$ cat src/rtl/mma_pkg.sv
// shared types, codes and constants of the moving average block
package mma_pkg;

  localparam int MAX_PERIOD_DEF = 256;
  localparam int DATA_W         = 32;
  localparam int PERIOD_W       = 9;
  localparam int METHOD_W       = 2;
  localparam int CFG_IDX_W      = 2;
  localparam int CFG_DATA_W     = 9;
  localparam int EMA_W          = 17;
  localparam int EMA_SHIFT      = 16;

  localparam logic [CFG_IDX_W-1:0]  CFG_PERIOD   = 2'd0;
  localparam logic [CFG_IDX_W-1:0]  CFG_METHOD   = 2'd1;
  localparam logic [PERIOD_W-1:0]   PERIOD_RESET = 9'd13;
  localparam logic [17:0]           EMA_NUM      = 18'd131072;
  localparam logic [EMA_W-1:0]      EMA_ONE      = 17'd65536;

  typedef enum logic [METHOD_W-1:0] {
    METH_SMA  = 2'd0,
    METH_EMA  = 2'd1,
    METH_SMMA = 2'd2,
    METH_LWMA = 2'd3
  } method_e;

  typedef enum logic [3:0] {
    ST_IDLE,
    ST_PREP,
    ST_SUM,
    ST_DRAIN1,
    ST_DRAIN2,
    ST_MUL1,
    ST_MUL2,
    ST_DSTART,
    ST_DWAIT,
    ST_FINISH
  } state_e;

  typedef enum logic [1:0] {
    DIV_SUM,
    DIV_WSUM,
    DIV_EMA,
    DIV_SMMA
  } div_sel_e;

  typedef enum logic [1:0] {
    MUL_XA,
    MUL_LA,
    MUL_SMMA
  } mul_sel_e;

  typedef enum logic [1:0] {
    RES_X,
    RES_ZERO,
    RES_QUOT,
    RES_EMA
  } res_sel_e;

  typedef struct packed {
    logic     accept;
    logic     sum_start;
    logic     sum_step;
    logic     div_start;
    div_sel_e div_sel;
    logic     mul_en;
    mul_sel_e mul_sel;
    logic     load_out;
    res_sel_e res_sel;
  } cmd_t;

  typedef struct packed {
    method_e method;
    logic    n_zero;
    logic    n_lt_p;
    logic    n_eq_p;
    logic    rd_last;
    logic    div_busy;
    logic    out_free;
  } stat_t;

endpackage

$ cat src/rtl/mma_ctrl.sv
// sequencing state machine of the moving average block
module mma_ctrl (
  input  logic          clk_i,
  input  logic          rst_ni,
  input  logic          sample_valid_i,
  output logic          sample_ready_o,
  input  mma_pkg::stat_t stat_i,
  output mma_pkg::cmd_t  cmd_o
);

  import mma_pkg::*;

  state_e state_q, state_d;

  always_ff @(posedge clk_i or negedge rst_ni) begin
    if (!rst_ni) begin
      state_q <= ST_IDLE;
    end else begin
      state_q <= state_d;
    end
  end

  always_comb begin
    state_d        = state_q;
    cmd_o          = '0;
    sample_ready_o = 1'b0;
    case (state_q)
      ST_IDLE: begin
        sample_ready_o = 1'b1;
        if (sample_valid_i) begin
          cmd_o.accept = 1'b1;
          state_d      = ST_PREP;
        end
      end
      ST_PREP: begin
        case (stat_i.method)
          METH_EMA: begin
            state_d = stat_i.n_zero ? ST_FINISH : ST_DSTART;
          end
          METH_SMMA: begin
            if (stat_i.n_lt_p) begin
              state_d = ST_FINISH;
            end else if (stat_i.n_eq_p) begin
              cmd_o.sum_start = 1'b1;
              state_d         = ST_SUM;
            end else begin
              state_d = ST_MUL1;
            end
          end
          default: begin
            if (stat_i.n_lt_p) begin
              state_d = ST_FINISH;
            end else begin
              cmd_o.sum_start = 1'b1;
              state_d         = ST_SUM;
            end
          end
        endcase
      end
      ST_SUM: begin
        cmd_o.sum_step = 1'b1;
        if (stat_i.rd_last) begin
          state_d = ST_DRAIN1;
        end
      end
      ST_DRAIN1: begin
        state_d = ST_DRAIN2;
      end
      ST_DRAIN2: begin
        state_d = ST_DSTART;
      end
      ST_DSTART: begin
        cmd_o.div_start = 1'b1;
        case (stat_i.method)
          METH_SMA:  cmd_o.div_sel = DIV_SUM;
          METH_EMA:  cmd_o.div_sel = DIV_EMA;
          METH_SMMA: cmd_o.div_sel = stat_i.n_eq_p ? DIV_SUM : DIV_SMMA;
          default:   cmd_o.div_sel = DIV_WSUM;
        endcase
        state_d = ST_DWAIT;
      end
      ST_DWAIT: begin
        if (!stat_i.div_busy) begin
          state_d = (stat_i.method == METH_EMA) ? ST_MUL1 : ST_FINISH;
        end
      end
      ST_MUL1: begin
        cmd_o.mul_en = 1'b1;
        if (stat_i.method == METH_EMA) begin
          cmd_o.mul_sel = MUL_XA;
          state_d       = ST_MUL2;
        end else begin
          cmd_o.mul_sel = MUL_SMMA;
          state_d       = ST_DSTART;
        end
      end
      ST_MUL2: begin
        cmd_o.mul_en  = 1'b1;
        cmd_o.mul_sel = MUL_LA;
        state_d       = ST_FINISH;
      end
      ST_FINISH: begin
        if (stat_i.method inside {METH_SMA, METH_LWMA}) begin
          cmd_o.res_sel = stat_i.n_lt_p ? RES_X : RES_QUOT;
        end else if (stat_i.method == METH_EMA) begin
          cmd_o.res_sel = stat_i.n_zero ? RES_X : RES_EMA;
        end else begin
          cmd_o.res_sel = stat_i.n_lt_p ? RES_ZERO : RES_QUOT;
        end
        if (stat_i.out_free) begin
          cmd_o.load_out = 1'b1;
          state_d        = ST_IDLE;
        end
      end
      default: begin
        state_d = ST_IDLE;
      end
    endcase
  end

endmodule

$ cat config.mk
export PLATFORM = sky130hd
export DESIGN_NAME = mma_ctrl
export DESIGN_NICKNAME = d
export VERILOG_FILES = /design/src/rtl/mma_pkg.sv /design/src/rtl/mma_ctrl.sv
export SDC_FILE = /design/constraint.sdc
export NUM_CORES = 1
export LEC_CHECK = 0
export BUFFER_PORTS_ARGS = -buffer_cell sky130_fd_sc_hd__buf_2
export CAP_MARGIN = 5
export CELL_PAD_IN_SITES_DETAIL_PLACEMENT = 1
export CELL_PAD_IN_SITES_GLOBAL_PLACEMENT = 1
export CORE_MARGIN = 4
export CORE_UTILIZATION = 33
export DETAILED_ROUTE_END_ITERATION = 6
export GPL_TIMING_DRIVEN = 1
export PLACE_DENSITY = 0.81
export RECOVER_POWER = 100
export SLEW_MARGIN = 5
export SYNTH_ARGS = -nofsm -noshare
export SYNTH_HDL_FRONTEND = slang
export SYNTH_SLANG_ARGS = --single-unit
$ cat constraint.sdc
create_clock -name clk_i -period 4.35 [get_ports clk_i]
set_input_delay 0.435 -clock clk_i [delete_from_list [all_inputs] [get_ports clk_i]]
set_output_delay 0.435 -clock clk_i [all_outputs]
set_load 0.02 [all_outputs]
==> metrics.md, run 1 <==
| Metric | Value |
|---|---|
| Port bufs | `23` |
| RSZ-0062 raised after global routing | `no` |
| Clock power frac | `0.125` |
| Core area | `1540 sq um` |
| Setup Fix Bufs, Post-CTS | `0` |
| Flops & latches, synth | `4` |
| Combinational fraction of design power | `0.590` |
| Drt wl/cell | `14.2 um` |
| Clock Pin Slew Worst Setup and Hold Paths | `0.03 ns` |
| Clock Root Buffer | `clkbuf_4` |
| Post_cts resized | `0` |
| DP HPWL | `1330 um` |
| Final min period | `2.37 ns` |
| First-pass GRT wire length | `approximately 2800 um` |
| Crit Reg-Reg Endpoint | `state_q[0]` |
| Post-synth top area share | `0.181` |
| Mapped cell area | `554 sq um` |
| Met2 Resource Use GR | `0.224` |
| Largest register FFs | `4` |
| Final WL | `between 1500 and 2000 um` |
| Worst Setup Slack, final | `1.98 ns` |
| Pre-antenna DRT Iters | `3` |
| LEAKAGE | `between 0.0002 and 0.0003 uW` |
| Largest Register | `state_q` |
| Ant diodes | `0` |
| Crit Path Class | `reg -> out` |
| Worst Path Required | `3.91 ns` |
| H-tree Lvls | `1` |
| Initial antenna violation count | `0` |
| Worst vdd ir | `0.288 mV` |
| Sequential share of power | `0.285` |
| IO Count | `24` |
| Fin area | `676 sq um` |
| Switching Fraction | `0.532` |
| Fin Hold WS | `roughly 0.52 ns` |
| Syn_nets | `93` |
| Avg Inst Size Synth | `7.02 sq um` |
| Cells after synthesis | `79` |
| Pwr dens | `between 500 and 600 nW/um^2` |
| Hold WC Path Type | `in -> reg` |
| Routed Antenna Nets | `0` |
| Share of layout cells above drive strength 1 | `0.150` |
| Hold EP | `state_q[0]` |
| Most frequent cells in the layout | `clkbuf_1, a21oi_1, buf_2` |
| Synth warnings | `0` |
| Hold Buf Count CTS | `1` |
| Synth area leaders | `dfrtp_1, a21oi_1, ha_1` |
| Worst R2R Start | `state_q[0]` |
| Pwr Total | `roughly 370 uW` |
| Max-Cap Viols | `0` |
| Via/cell ratio | `5.72` |
| Post-synth EDFFs | `0` |
| Largest area contributor in the netlist | `dfrtp_1` |
| Crit path DAT | `slightly below 2 ns` |
| Placed inst area | `around 670 sq um` |
| Slew Limit Fails | `0` |
| Regs by FF count | `state_q: 4 flops` |
| Synthesis-to-layout area growth | `21.9%` |
| Worst setup SP type | `flip-flop` |
| Setup tns final | `0 ns` |
| GRT overflow | `0` |
| DP Worst Slack | `2.30 ns` |
| Outcome | `finished clean` |
| GR Layer Usage met1 | `0.191` |
| FF-to-FF path depth | `4` |
| Die area | `2400 sq um` |
| GP Congestion | `0.828` |
| Post-route clock period utilization | `0.546` |
| Slew margin rel. | `0.670` |
| Clock Sinks | `4` |
| CP Capture Type | `output pin` |
| DR iter-0 viols | `7` |
| Int Power | `173 uW` |
| Async S/R FF share, synth | `1.00` |
| R2R Setup Slk | `around 2.8 ns` |
| Vias in the first global route | `650` |
| Post-synthesis sequential area ratio | `0.181` |
| Final hold violation count | `0` |
| Die Ht | `a little under 50 um` |
| DRC errors left | `0` |
| Row count | `14` |
| Worst-path fanout max | `14` |
| Grt peak-use layer | `met2` |
| Largest net degree at the start of global routing | `15` |
| Die X | `roughly 49 um` |
| Endpoints failing setup | `0` |
| Hold Crit Start | `stat_i[0]` |
| Initial Util | `0.360` |
| Final #Nets | `116` |
| Synth unique cells | `33` |
| CTS tree | `built` |
| DR vias | `roughly 660` |
| Sw power | `roughly 200 uW` |
| Most common cell after layout, fill and taps aside | `clkbuf_1` |
| Worst Hold Depth | `3` |
| Achievable Freq | `roughly 420 MHz` |
| Dominant synthesized flop cell | `dfrtp_1` |
| Met3 Use GR | `0.0581` |
| Clock Latency Late Sink | `approximately 0.24 ns` |
| TritonCTS Buffers | `3` |
| Clock Skew | `around 0.0089 ns` |
| Worst slew pin tran | `0.488 ns` |
| GRT Overall Usage | `0.142` |
| Bufs on Longest Clock Path | `2` |
==> critical path, cell delays in order (launching register included) <==
cell and delay, ns:
dfrtp_1 0.59, nand2b_1 0.21, nor3b_1 0.44, nand2_1 0.10, a21oi_1 0.13, clkbuf_1 0.25
==> stage by stage <==
stage	instances	utilization
3_3_place_gp	112	0.432
2_1_floorplan	79	-
5_1_grt	116	0.438
4_1_cts	116	0.453
6_report	116	0.438
3_5_place_dp	112	0.432
==> layer usage <==
metal  part of all wire  vias up
met5                  0        -
met4                  0        0
met3              0.057        0
met2               0.48       18
met1               0.46      317
li1                   -      328
==> power groups by stage <==
stage	registers (uW)	logic, uW	clock network, uW
floorplan	64.9	207	0
global placement	103	222	0
detailed placement	105	227	0
CTS	104	229	47.8
global route	112	247	50.6
finish	105	218	46.0
==> cell usage after synthesis, types with 2 or more instances <==
cell,count
o22ai_1,2
dfrtp_1,4
and2_1,2
clkbuf_1,5
a21oi_1,10
nor2_1,7
nand2b_1,5
nor3_1,4
ha_1,3
nor3b_1,4
nand2_1,3
o21ai_0,3
inv_1,6
nor2b_1,2
==> kinds of logic (layout without fill, tap and decap cells) <==
| group | Yosys count | after routing | share of synthesized area |
|---|---|---|---|
| AOI/OAI and AO/OA | 26 | 26 | 0.325 |
| adders and majority gates | 3 | 3 | 0.0677 |
| buffers and inverters | 12 | 33 | 0.0835 |
| DFF | 4 | 4 | 0.181 |
| and+or+nand+nor | 34 | 34 | 0.343 |
==> worst max path at each step <==
stage / start / end
3_3_place_gp: stat_i[6] / cmd_o[1]
4_1_cts: state_q[0] / cmd_o[1]
5_1_grt: state_q[0] / cmd_o[1]
3_5_place_dp: state_q[0] / cmd_o[1]
2_1_floorplan: state_q[2] / cmd_o[11]
6_report: state_q[0] / cmd_o[1]
==> cell type report <==
cell class | instances | area, sq um
fillers | 220 | 866
multi-input cells | 63 | 402
repair buffers | 24 | 109
flip-flops and latches | 4 | 100
clock buffers | 3 | 22.5
inverters | 6 | 22.5
well taps | 16 | 20.0
(Power assumes the default switching activity.)
==> run 2, diff against run 1 <==
--- a/config.mk
+++ b/config.mk
@@ -5,15 +5,16 @@
 export SDC_FILE = /design/constraint.sdc
 export NUM_CORES = 1
 export LEC_CHECK = 0
+export ABC_AREA = 1
 export BUFFER_PORTS_ARGS = -buffer_cell sky130_fd_sc_hd__buf_2
 export CAP_MARGIN = 5
 export CELL_PAD_IN_SITES_DETAIL_PLACEMENT = 1
 export CELL_PAD_IN_SITES_GLOBAL_PLACEMENT = 1
 export CORE_MARGIN = 4
-export CORE_UTILIZATION = 33
+export CORE_UTILIZATION = 29
 export DETAILED_ROUTE_END_ITERATION = 6
 export GPL_TIMING_DRIVEN = 1
-export PLACE_DENSITY = 0.81
+export PLACE_DENSITY = 0.77
 export RECOVER_POWER = 100
 export SLEW_MARGIN = 5
 export SYNTH_ARGS = -nofsm -noshare
==> constraint.sdc (replaced) <==
create_clock -name clk_i -period 2.2 [get_ports clk_i]
set_input_delay 0.22 -clock clk_i [delete_from_list [all_inputs] [get_ports clk_i]]
set_output_delay 0.22 -clock clk_i [all_outputs]
set_load 0.02 [all_outputs]
==> metrics.md, run 2 <==
| Metric | Value |
|---|---|
| CTS tree | `built` |
| DR vias | `739 (+11%)` |
| Mapped cell area | `571 sq um (+2.9%)` |
| LEAKAGE | `0.000423 uW (+41%)` |
| Worst Setup SP | `state_q[3]` |
| Drt wl/cell | `10.9 um (-23%)` |
| Bufs on Longest Clock Path | `2 (unchanged)` |
| Setup tns final | `0 ns (unchanged)` |
| Clock Pin Slew Worst Setup and Hold Paths | `0.03 ns (about the same)` |
| Post-synthesis sequential area ratio | `0.175 (-0.00515)` |
| Vias in the first global route | `709 (+9.1%)` |
| Synth cell count leaders | `nand2_1, nor2_1, inv_1` |
| Initial Util | `0.317 (-0.0429)` |
| Post-synth EDFFs | `0 (unchanged)` |
| H-tree Lvls | `1 (unchanged)` |
| Final #Nets | `152 (+31%)` |
| Synth unique cells | `16 (-52%)` |
| Clock Root Buffer | `clkbuf_4` |
| Largest area contributor in the netlist | `nand2_1` |
| Dominant synthesized flop cell | `dfrtp_1` |
| Final min period | `1.85 ns` |
| Flops & latches, synth | `4 (unchanged)` |
| Post-route clock period utilization | `0.843` |
| DRC errors left | `0 (unchanged)` |
| Most common cell after layout, fill and taps aside | `nand2_1` |
| Max-Cap Viols | `0 (unchanged)` |
| GRT Overall Usage | `0.140 (-0.00136)` |
| Count leader, synth | `nand2_1` |
| Synth area leaders | `nand2_1, dfrtp_1, nor2_1` |
| Achievable Freq | `539 MHz` |
| Hold WC Path Type | `in -> reg` |
| Syn_nets | `123 (+32%)` |
| Worst slew pin tran | `0.498 ns (+0.00979 ns)` |
| Final WL | `1760 um (+7.1%)` |
| CP Capture Type | `output pin` |
| DP Worst Slack | `0.559 ns (-1.74 ns)` |
| Final core utilization | `0.406 (-0.0321)` |
| Worst vdd ir | `0.397 mV (+38%)` |
| Post-synth top area share | `0.217 (+0.0365)` |
| DP HPWL | `1480 um (+12%)` |
| Crit Path Class | `reg -> out` |
| Synthesis-to-layout area growth | `28.3%` |
| RSZ-0062 raised after global routing | `no` |
| Die X | `52.4 um (+6.9%)` |
| Die Ht | `52.4 um (+6.9%)` |
| GRT overflow | `0 (unchanged)` |
| Largest net degree at the start of global routing | `7 (-8)` |
| Worst-path fanout max | `5 (-9)` |
| Outcome | `finished clean` |
| Core area | `1800 sq um (+17%)` |
| Hold Crit Start | `stat_i[0]` |
| Die area | `2740 sq um (+14%)` |
| Endpoints failing setup | `0 (unchanged)` |
| Clock Sinks | `4 (unchanged)` |
| Clock Skew | `0.00391 ns (-0.00500 ns)` |
| Worst Setup Slack, final | `0.345 ns (-1.63 ns)` |
| Slew margin rel. | `0.667 (-0.00350)` |
| Worst setup SP type | `flip-flop` |
| Cells after synthesis | `109 (+38%)` |
| Worst R2R Start | `state_q[2]` |
| FF-to-FF path depth | `7 (+3)` |
| Pwr Total | `709 uW (+92%)` |
| Slew Limit Fails | `0 (unchanged)` |
| IO Count | `24 (unchanged)` |
| Port bufs | `23 (unchanged)` |
| Share of layout cells above drive strength 1 | `0.140 (-0.0103)` |
| Row count | `15 (+1)` |
| Most frequent cells in the layout | `nand2_1, nor2_1, inv_1` |
| Clock Latency Late Sink | `0.24 ns (about the same)` |
| First-pass GRT wire length | `2880 um (+0.98%)` |
| Worst Hold Depth | `4 (+1)` |
| Pre-antenna DRT Iters | `3 (unchanged)` |
| Initial antenna violation count | `0 (unchanged)` |
| Synth warnings | `0 (unchanged)` |
| Via/cell ratio | `4.59 (-20%)` |
| Worst Path Required | `1.98 ns (-1.93 ns)` |
| Routed Antenna Nets | `0 (unchanged)` |
| DR iter-0 viols | `8 (+1)` |
| Ant diodes | `0 (unchanged)` |
| Crit path DAT | `1.63 ns (-0.31 ns)` |
| Largest register FFs | `4 (unchanged)` |
| Avg Inst Size Synth | `5.23 sq um (-25%)` |
| Async S/R FF share, synth | `1.00 (unchanged)` |
| Pwr dens | `969 nW/um^2 (+77%)` |
| TritonCTS Buffers | `3 (unchanged)` |
| Final hold violation count | `0 (unchanged)` |
| GP Congestion | `0.837 (+1.1%)` |
| Regs by FF count | `state_q: 4 flops` |
| Largest Register | `state_q` |
-- run 2: cell count changes in the layout (fill, tap and decap cells not counted), sizes merged, moves of 2 or more --
cell / change
a21oi: -6
and2: -2
inv: +16
nand2: +30
nand2b: -5
nand3: +11
nor2: +17
nor2b: -2
nor3: -3
nor3b: -3
o22ai: -2
or2: -2
-- run 2: layout make-up --
cell class	instances	area [sq um]
flip-flops and latches	4	100
fillers	294	1070
multi-input cells	83	385
repair buffers	24	110
well taps	25	31.3
inverters	22	82.6
clock buffers	3	22.5
-- run 2: critical path, cell delays in order, from the launching register on --
cell      delay (ns)
dfrtp_1         0.38
inv_1           0.13
nand2_1         0.14
nor2_1          0.16
nand2_1         0.10
inv_2           0.06
o21ai_1         0.07
a21oi_2         0.11
clkbuf_1        0.24
-- run 2: power by group --
part           switching (uW)  total [uW]  internal [uW]  leakage [uW]
logic                     331         473            142      0.000358
registers                39.1         144            105     0.0000507
clock network            31.0        92.1           61.1     0.0000138
total                     402         709            308      0.000423
-- run 2: stage by stage --
step	cell area (sq um)	hold WS, ns	instances
5_1_grt	732	0.323	161
3_3_place_gp	717	0.0241	157
4_1_cts	749	0.300	161
3_5_place_dp	717	0.0283	157
6_report	732	0.296	161
2_1_floorplan	571	-0.0756	109
-- run 2: cells by family after synthesis --
group	count (synthesis)	synth area share
AOI/OAI and AO/OA	8	0.0767
adders and majority gates	3	0.0658
DFF	4	0.175
and+or+nand+nor	72	0.537
buffers and inverters	22	0.145
-- run 2: layer usage --
metal,vias up,track usage,routed length [um],share of wire
li1,389,-,-,-
met1,331,0.171,822,0.47
met2,19,0.246,824,0.47
met3,0,0.0370,113,0.064
met4,0,0.0255,0,0
met5,-,0,0,0
-- run 2: path summary, 6_finish.rpt --
| path | end | slack, ns |
|---|---|---|
| max | cmd_o[7] | 0.35 |
| min in group asynchronous | state_q[2] | 0.36 |
| max in group asynchronous | state_q[3] | 1.65 |
| min | state_q[0] | 0.30 |
| max reg2reg | state_q[2] | 0.76 |
| min reg2reg | state_q[3] | 0.50 |
-- run 2: repair_timing --
| item | 4_1_cts | 5_1_grt |
|---|---|---|
| hold endpoints to repair | 4 | 0 |
| endpoints found under the setup margin | 0 | 0 |
| setup buffers | 0 | 0 |
| hold buffers | 1 | 0 |
| resized for setup | 0 | 0 |
